**src/design/hbs_pkg.sv**
```systemverilog
// Shared types and constants for the HTTP header/body splitter.
`default_nettype none
package hbs_pkg;

  localparam logic [7:0] CH_CR = 8'h0D;
  localparam logic [7:0] CH_LF = 8'h0A;

  // Depth of the command queue between front and back.
  localparam int CMD_DEPTH = 4;
  localparam int CMD_AW    = $clog2(CMD_DEPTH);
  localparam int CMD_CW    = $clog2(CMD_DEPTH + 1);

  // One release command: held boundary bytes first, then optionally the data byte.
  typedef struct packed {
    logic [1:0] held_cnt;
    logic       has_byte;
    logic       body;
    logic [7:0] data;
  } cmd_t;

  // Held boundary bytes in order: CR, LF, CR.
  function automatic logic [7:0] held_byte(input logic [1:0] pos);
    logic [7:0] b;
    b = (pos == 2'd1) ? CH_LF : CH_CR;
    return b;
  endfunction

endpackage
`default_nettype wire

```
**src/design/hbs_front.sv**
```systemverilog
// Front end: boundary matcher that turns each accepted input byte into a release command, if any.
`default_nettype none
module hbs_front import hbs_pkg::*; (
  input  wire logic       clk,
  input  wire logic       rst,
  input  wire logic       accept,
  input  wire logic [7:0] data_byte,
  input  wire logic       start_of_response,
  input  wire logic       split_enable,
  output logic            cmd_push,
  output cmd_t            cmd
);

  logic [1:0] match_progress, match_progress_next;
  logic       in_body, in_body_next;
  logic [1:0] mp_cur;
  logic       ib_cur;
  logic       is_cr, is_lf;

  assign is_cr = (data_byte == CH_CR);
  assign is_lf = (data_byte == CH_LF);

  always_comb begin
    mp_cur = start_of_response ? 2'd0 : match_progress;
    ib_cur = start_of_response ? 1'b0 : in_body;
    match_progress_next = mp_cur;
    in_body_next        = ib_cur;
    cmd.held_cnt = 2'd0;
    cmd.has_byte = 1'b0;
    cmd.body     = 1'b0;
    cmd.data     = data_byte;
    if (!split_enable) begin
      cmd.held_cnt        = mp_cur;
      cmd.has_byte        = 1'b1;
      match_progress_next = 2'd0;
    end else if (ib_cur) begin
      cmd.has_byte = 1'b1;
      cmd.body     = 1'b1;
    end else begin
      unique case (mp_cur)
        2'd0: begin
          if (is_cr) match_progress_next = 2'd1;
          else cmd.has_byte = 1'b1;
        end
        2'd1: begin
          if (is_lf) begin
            match_progress_next = 2'd2;
          end else if (is_cr) begin
            cmd.held_cnt = 2'd1;
          end else begin
            cmd.held_cnt        = 2'd1;
            cmd.has_byte        = 1'b1;
            match_progress_next = 2'd0;
          end
        end
        2'd2: begin
          if (is_cr) begin
            match_progress_next = 2'd3;
          end else begin
            cmd.held_cnt        = 2'd2;
            cmd.has_byte        = 1'b1;
            match_progress_next = 2'd0;
          end
        end
        default: begin
          if (is_lf) begin
            match_progress_next = 2'd0;
            in_body_next        = 1'b1;
          end else if (is_cr) begin
            cmd.held_cnt        = 2'd3;
            match_progress_next = 2'd1;
          end else begin
            cmd.held_cnt        = 2'd3;
            cmd.has_byte        = 1'b1;
            match_progress_next = 2'd0;
          end
        end
      endcase
    end
  end

  // Nothing to release -> no command.
  assign cmd_push = accept && (cmd.has_byte || (cmd.held_cnt != 2'd0));

  always_ff @(posedge clk) begin
    if (rst) begin
      match_progress <= 2'd0;
      in_body        <= 1'b0;
    end else if (accept) begin
      match_progress <= match_progress_next;
      in_body        <= in_body_next;
    end
  end

endmodule
`default_nettype wire

```
**src/design/hbs_cmd_fifo.sv**
```systemverilog
// Small command queue between the matcher and the release sequencer.
`default_nettype none
module hbs_cmd_fifo import hbs_pkg::*; (
  input  wire logic clk,
  input  wire logic rst,
  input  wire logic push,
  input  cmd_t      wr_cmd,
  output logic      full,
  input  wire logic pop,
  output logic      head_valid,
  output cmd_t      head
);

  cmd_t              entries [CMD_DEPTH];
  logic [CMD_AW-1:0] wr_ptr, rd_ptr;
  logic [CMD_CW-1:0] count;
  logic              do_wr, do_rd;

  assign full       = (count == CMD_CW'(CMD_DEPTH));
  assign head_valid = (count != '0);
  assign head       = entries[rd_ptr];
  assign do_wr      = push && !full;
  assign do_rd      = pop && head_valid;

  always_ff @(posedge clk) begin
    if (do_wr) entries[wr_ptr] <= wr_cmd;
  end

  always_ff @(posedge clk) begin
    if (rst) begin
      wr_ptr <= '0;
      rd_ptr <= '0;
      count  <= '0;
    end else begin
      if (do_wr) wr_ptr <= (wr_ptr == CMD_AW'(CMD_DEPTH - 1)) ? '0 : wr_ptr + CMD_AW'(1);
      if (do_rd) rd_ptr <= (rd_ptr == CMD_AW'(CMD_DEPTH - 1)) ? '0 : rd_ptr + CMD_AW'(1);
      unique case ({do_wr, do_rd})
        2'b10:   count <= count + CMD_CW'(1);
        2'b01:   count <= count - CMD_CW'(1);
        default: count <= count;
      endcase
    end
  end

endmodule
`default_nettype wire

```
**src/design/hbs_back.sv**
```systemverilog
// Back end: expands each command into bytes of an output register, one per cycle unless pop stalls.
`default_nettype none
module hbs_back import hbs_pkg::*; (
  input  wire logic       clk,
  input  wire logic       rst,
  input  wire logic       head_valid,
  input  cmd_t            head,
  output logic            head_pop,
  output logic            empty,
  input  wire logic       pop,
  output logic [7:0]      out_byte,
  output logic            to_body,
  output logic            last_of_run
);

  logic [1:0] pos;
  logic       out_valid;
  logic       advance;
  logic       emit_held;
  logic       emit_last;

  assign advance   = head_valid && (!out_valid || pop);
  assign emit_held = (pos < head.held_cnt);
  assign emit_last = head.has_byte ? (pos == head.held_cnt)
                                   : (pos == head.held_cnt - 2'd1);
  assign head_pop  = advance && emit_last;
  assign empty     = !out_valid;

  always_ff @(posedge clk) begin
    if (rst) begin
      pos       <= 2'd0;
      out_valid <= 1'b0;
    end else begin
      if (advance) begin
        pos       <= emit_last ? 2'd0 : pos + 2'd1;
        out_valid <= 1'b1;
      end else if (pop) begin
        out_valid <= 1'b0;
      end
    end
  end

  always_ff @(posedge clk) begin
    if (advance) begin
      out_byte    <= emit_held ? held_byte(pos) : head.data;
      to_body     <= emit_held ? 1'b0 : head.body;
      last_of_run <= emit_last;
    end
  end

endmodule
`default_nettype wire

```
**src/design/http_header_body_splitter_core.sv**
```systemverilog
// Top level of the HTTP header/body splitter: matcher, command queue, release sequencer.
//
//   channel   direction  handshake         fields
//   -------   ---------  ----------------  ----------------------------------------
//   input     in         push / full       data_byte, start_of_response, end_of_chunk
//   result    out        empty / pop       out_byte, to_body, last_of_run
//   config    in         cfg_write         cfg_data (split_enable)
//
// The matcher classifies one input request per cycle while full is low and writes any
// release command it produces into a four-entry queue. The sequencer emits one result per
// cycle while pop keeps up, so an input causing k results holds it for k results in turn;
// the queue absorbs bursts of up to four. Results pass through the queue and the output register.
// full rises only when the queue holds four commands; a waiting result stays on the
// result ports while pop is low.
// Reset (rst, synchronous) empties the queue and output, clears matcher state and sets
// split_enable to 1. end_of_chunk has no effect on matching or results.
`default_nettype none
module http_header_body_splitter_core import hbs_pkg::*; (
  input  wire logic       clk,
  input  wire logic       rst,
  input  wire logic       push,
  output logic            full,
  input  wire logic [7:0] data_byte,
  input  wire logic       start_of_response,
  input  wire logic       end_of_chunk,
  output logic            empty,
  input  wire logic       pop,
  output logic [7:0]      out_byte,
  output logic            to_body,
  output logic            last_of_run,
  input  wire logic       cfg_write,
  input  wire logic       cfg_data
);

  logic split_enable;
  logic accept;
  logic cmd_push;
  cmd_t cmd;
  logic head_valid;
  cmd_t head;
  logic head_pop;
  logic chunk_mark;

  // Chunk marks do not steer anything; kept for the stream interface only.
  assign chunk_mark = end_of_chunk;
  assign accept     = push && !full && (chunk_mark || !chunk_mark);

  always_ff @(posedge clk) begin
    if (rst) begin
      split_enable <= 1'b1;
    end else if (cfg_write) begin
      split_enable <= cfg_data;
    end
  end

  hbs_front u_front (
    .clk               (clk),
    .rst               (rst),
    .accept            (accept),
    .data_byte         (data_byte),
    .start_of_response (start_of_response),
    .split_enable      (split_enable),
    .cmd_push          (cmd_push),
    .cmd               (cmd)
  );

  hbs_cmd_fifo u_fifo (
    .clk        (clk),
    .rst        (rst),
    .push       (cmd_push),
    .wr_cmd     (cmd),
    .full       (full),
    .pop        (head_pop),
    .head_valid (head_valid),
    .head       (head)
  );

  hbs_back u_back (
    .clk         (clk),
    .rst         (rst),
    .head_valid  (head_valid),
    .head        (head),
    .head_pop    (head_pop),
    .empty       (empty),
    .pop         (pop),
    .out_byte    (out_byte),
    .to_body     (to_body),
    .last_of_run (last_of_run)
  );

endmodule
`default_nettype wire

```
**config.mk**
```make
export PLATFORM = sky130hd
export DESIGN_NAME = http_header_body_splitter_core
export DESIGN_NICKNAME = d
export VERILOG_FILES = /design/src/design/hbs_pkg.sv /design/src/design/hbs_front.sv /design/src/design/hbs_cmd_fifo.sv /design/src/design/hbs_back.sv /design/src/design/http_header_body_splitter_core.sv
export SDC_FILE = /design/constraint.sdc
export NUM_CORES = 1
export LEC_CHECK = 0
export BUFFER_PORTS_ARGS = -buffer_cell sky130_fd_sc_hd__clkbuf_2
export CELL_PAD_IN_SITES_DETAIL_PLACEMENT = 0
export CELL_PAD_IN_SITES_GLOBAL_PLACEMENT = 2
export CORE_MARGIN = 1
export CORE_UTILIZATION = 25
export DETAILED_ROUTE_END_ITERATION = 7
export PLACE_DENSITY_LB_ADDON = 0.1
export SLEW_MARGIN = 20
export SYNTH_ARGS = -nofsm -noshare
export SYNTH_HDL_FRONTEND = slang
export SYNTH_SLANG_ARGS = --single-unit
```
**constraint.sdc**
```tcl
create_clock -name clk -period 3.5 [get_ports clk]
set_input_delay 0.175 -clock clk [delete_from_list [all_inputs] [get_ports clk]]
set_output_delay 0.175 -clock clk [all_outputs]
set_load 0.03 [all_outputs]
```
* Word-level counts from Yosys, hierarchy flattened
Memories as Yosys holds them, arrays and structs flattened. A register that Yosys moved wholly into a read port is not among the register bits.
Index checks and enable logic that the tools add are counted.
** Word-level totals
- Latch bits :: 0
- Bits in read-only memories :: 0
- Register bits after elaboration :: 24
- Input bits :: 16
- Logic and storage cells :: 86
- Memories kept :: 1
- Bits in writable memories :: 48
** Memories
- u_fifo.entries :: words 4, bits a word 12, read ports 1, clocked after memory_dff 1, write ports 1, RTL line hbs_cmd_fifo.sv:14 : cmd_t entries [CMD_DEPTH];
** Cells by class
- Shift-type cells :: 0
- Order comparisons :: 1
- Reduce and logical (&&, ||, !) cells :: 16
- Multiplexer cells :: 39
- Add/subtract/negate cells :: 6
- Div/mod/pow operators :: 0
- Bitwise operators :: 0
- $mul :: 0
- Equal/unequal tests :: 12
** Operator list (count)
- $mux 2 :: 15
- $eq 8x4->1 const B :: 2
- $mux 1 :: 15
- $mux 3 :: 4
- $pmux 2 s3 :: 2
- $eq 2x2->1 const B :: 4
- $mux 8 :: 1
- $add 2x1->2 const B :: 3
- $eq 2x1->1 const B :: 3
- $logic_and 1x1->1 :: 6
- $pmux 3 s2 :: 1
- $reduce_bool 2->1 :: 3
- $eq 2x2->1 :: 2
- $add 3x1->3 const B :: 1
- $eq 3x3->1 const B :: 1
- $pmux 1 s3 :: 1
- $reduce_bool 3->1 :: 1
- $reduce_or 3->1 :: 1
- $sub 3x1->3 const B :: 1
- $logic_not 1->1 :: 2
- $logic_not 2->1 :: 1
- $logic_or 1x1->1 :: 2
- $lt 2x2->1 :: 1
- $sub 2x1->2 const B :: 1

* Longest topological paths before layout
- Depth in word-level cells :: 12
- Depth in mapped cells :: 12
- Mapped depth without buffers :: 12

* By module
Synthesis repeated with hierarchy kept, for this count alone.
** Second synthesis, totals
- Cell total of the unflattened synthesis :: 218
- Area, all modules :: 3241.9 um2
** Modules (own cells, without submodules)
- hbs_cmd_fifo :: cells an instance 116, seq. area each 1621.6 um2, times used 1, area an instance 2223.4 um2
- hbs_back :: cells an instance 49, seq. area each 360.3 um2, times used 1, area an instance 624.3 um2
- hbs_front :: cells an instance 49, seq. area each 60.1 um2, times used 1, area an instance 352.8 um2
- http_header_body_splitter_core :: cells an instance 4, seq. area each 20.0 um2, times used 1, area an instance 41.3 um2

* Worst setup path before layout
OpenSTA, ideal clock, no wires.
- Path type :: register to register
- Start :: register with a tool-made name
- End :: register u_fifo.count[2]
- Library setup time :: 71 ps
- Stages on the path, launching flop included :: 12
- Buffers on the path :: 0
- Setup slack :: 511 ps
- Clock period less this slack :: 2989 ps
- Arrival :: 2919 ps
- Data required time :: 3429 ps
- Path through :: dfxtp_1 -> mux4_2 -> ha_1 -> nor3_2 -> or2_4 -> and2_1 -> ha_1 -> inv_1 -> fa_1 -> xor2_1 -> or3_1 -> a21oi_1
** RTL lines
- to (signal assigned) :: RTL line hbs_cmd_fifo.sv:38 : 2'b10: count <= count + CMD_CW'(1);
- to (signal assigned) :: RTL line hbs_cmd_fifo.sv:39 : 2'b01: count <= count - CMD_CW'(1);
- to (signal assigned) :: RTL line hbs_cmd_fifo.sv:40 : default: count <= count;
- to (decl) :: RTL line hbs_cmd_fifo.sv:16 : logic [CMD_CW-1:0] count;

==> impl_metrics.yaml <==
status:
  status: "finished, final reports clean"
die:
  dieArea_sq_mm: 0.0132
  core-area_sq_mm: 0.0122
  rows: 40
  initial_utilization_pct: 26.0
  die_w_um: 115
  boundaryPins: 28
  fp.dieH_um: 115
place:
  port_buffers: 26
  hpwl_um: 4420
  place_congestion: 0.728
  post-place-ws_ns: 0.256
synth:
  syn_area_sq_mm: 0.00318
  ys_warn_count: 0
  async_flop_share_pct: 0
  yosysUniqueCellTypes: 46
  yosys-top-cells-area: "edfxtp_1, dfxtp_1, mux4_2, ha_1, inv_1"
  synthMostInstantiatedCell: "edfxtp_1"
  synthesis.nets: 237
  synthTopCellsByCount: "edfxtp_1, inv_1, dfxtp_1"
  synth.largest_area_cell: "edfxtp_1"
  synth_edf_count: 58
  synth_cells: 211
  synth-seq-area-share_pct: 64.9
  syn_area_per_cell_sq_um: 15.1
  synthFlopType: "edfxtp_1"
  netlist.area_leader.share_pct: 54.8
  ys_ff_latch: 74
timing:
  final.setup_skew_ns: 0.00841
  max-slew-margin-rel_pct: 53.3
  timing.setup.tns_ns: 0
  max_freq_mhz: 313
  setup_viol_count_final: 0
  tightestPinTransition_ns: 0.701
  fin_ws_ns: 0.306
  worst_hold_slack_ns: 0.0593
  drv_slew: 0
  rsz0062_at_grt: "no"
  fin_crit_sh_pct: 91.2
  hold_viol_final: 0
  period_needed_ns: 3.19
detailed_routing:
  drt-total-wl_um: 6350
  avgViaCountPerCell: 4.18
  drc: 0
  drt_first_pass_iters: 4
  detail_route.iter0.violations: 112
  postRouteAntennaNets: 0
  vias: 1758
  wl_per_cell_um: 15.1
critical_path:
  arrival_ns: 3.45
  endpoint_kind: "register"
  worst_r2r_path_depth: 11
  critPathMaxFanout: 5
  rrSetupSlack_ns: 0.31
  crit_required_ns: 3.76
  critPathKind: "register to register"
  worst_setup_path_start_kind: "register"
power_and_ir_drop:
  switching_share_pct: 30.5
  switching_power_uw: 916
  p_per_area_mw_per_mm2: 781
  p_comb_share_pct: 27.4
  pwr-share-clk_pct: 32.8
  p_seq_share_pct: 39.9
  ir_worst_vdd_mv: 0.217
  p_leak_nw: 1.34
  p_int_mw: 2.09
finish:
  layout-drive-gt1-share_pct: 25.7
  fillers: 1257
  fin_nets: 274
  area_delta_synth_final_pct: 21.2
  seqCellArea_sq_mm: 0.00206
  final_core_util_pct: 31.5
  n_antenna_cell: 0
  multi_input_area_sq_mm: 0.00103
global_routing:
  grt_pass1_vias: 1817
  grt.overflow.total: 0
  grt_max_degree: 15
  grt_pass1_wl_um: 10300
  antenna_found_initial: 0
  grt_usage_pct: 10.9
worst_hold_path:
  whs_path_depth: 3
  hp-class: "input port to register"
job:
  max-cap-violations: 0
clock_network:
  holdBufCountCts: 0
  cts_max_level: 3
  cts_inserted_buffers: 9
  cts_setup_buffers: 0
  post_cts_resized: 0
  cts_tree: "done"
  path_clk_slew_ns: 0.06
  root_buffer: "clkbuf_16"
  clk_latency_ns: 0.33
  clockBufferDepth: 2
  clock-sinks: 74
## per-layer routing
layer	GRT usage, %	vias to the layer above	routed length [um]
met5	0	-	0
met4	5.45	0	94
met3	3.28	7	209
met2	16.5	25	2980
met1	14.3	856	3070
li1	-	870	-
## placed cells by master (no fill, tap or decap), types with 9 or more instances in the layout
cell type  Yosys  layout
clkbuf_16      0       9
clkbuf_2       0      26
dfxtp_1       16      16
edfxtp_1      58      58
ha_1           9       9
inv_1         18      18
mux4_2        11      11
nand2_1        9       9
nor2_1        10      10
## per-stage QoR
stage | power (mW) | instances | instance area (sq um)
finish | 3.01 | 421 | 3850
global route | 3.17 | 421 | 3850
CTS | 3.05 | 421 | 3840
detailed placement | 2.05 | 405 | 3520
global placement | 2.05 | 405 | 3520
floorplan | 1.81 | 211 | 3180
## cells by family after synthesis
family / after synthesis / share of synthesized area (%)
flops: 74 / 64.9
xor+xnor: 3 / 1.26
mux: 18 / 10.6
simple gates: 57 / 9.93
buf+inv: 22 / 2.84
compound gates: 27 / 6.30
fa+ha+maj: 10 / 4.17
## state kept, by name, summed over array words and instances, names as in the netlist, named ones only
name,cells
split_enable,1
u_back.last_of_run,1
u_back.out_byte,8
u_back.out_valid,1
u_back.pos,2
u_back.to_body,1
u_fifo.count,3
u_fifo.entries,48
u_fifo.rd_ptr,2
u_fifo.wr_ptr,2
u_front.in_body,1
u_front.match_progress,2
## power by group through the flow
stage | registers, mW | clock network, mW | logic (mW)
final | 1.20 | 0.985 | 0.823
after global placement | 1.22 | 0 | 0.837
after CTS | 1.20 | 1.01 | 0.840
after floorplan | 1.33 | 0 | 0.479
after detailed placement | 1.22 | 0 | 0.835
after global routing | 1.21 | 1.05 | 0.913
## final cells by class
cell class | count | area share, %
Sequential cell | 74 | 53.6
Multi-Input combinational cell | 115 | 26.8
Clock buffer | 9 | 5.85
Tap cell | 168 | 5.46
Timing Repair Buffer | 30 | 4.16
Clock inverter | 7 | 2.44
Inverter | 18 | 1.75
## worst max-delay path, cell delays in order (launching register included)
cell and delay [ns]:
dfxtp_1 0.39, mux4_2 0.55, ha_1 0.34, nor3_4 0.27
or2_4 0.19, and2_1 0.15, ha_1 0.18, inv_1 0.06
fa_1 0.37, xor2_1 0.16, or3_1 0.31, a21oi_1 0.16
## path summary, 6_finish.rpt
kind / start / endpoint
max reg2reg: register / u_fifo.count[2]
min reg2reg: u_back.out_valid / u_back.out_valid
min: cfg_data / split_enable
max: register / u_fifo.count[2]
Power figures use the tool's default switching activity.
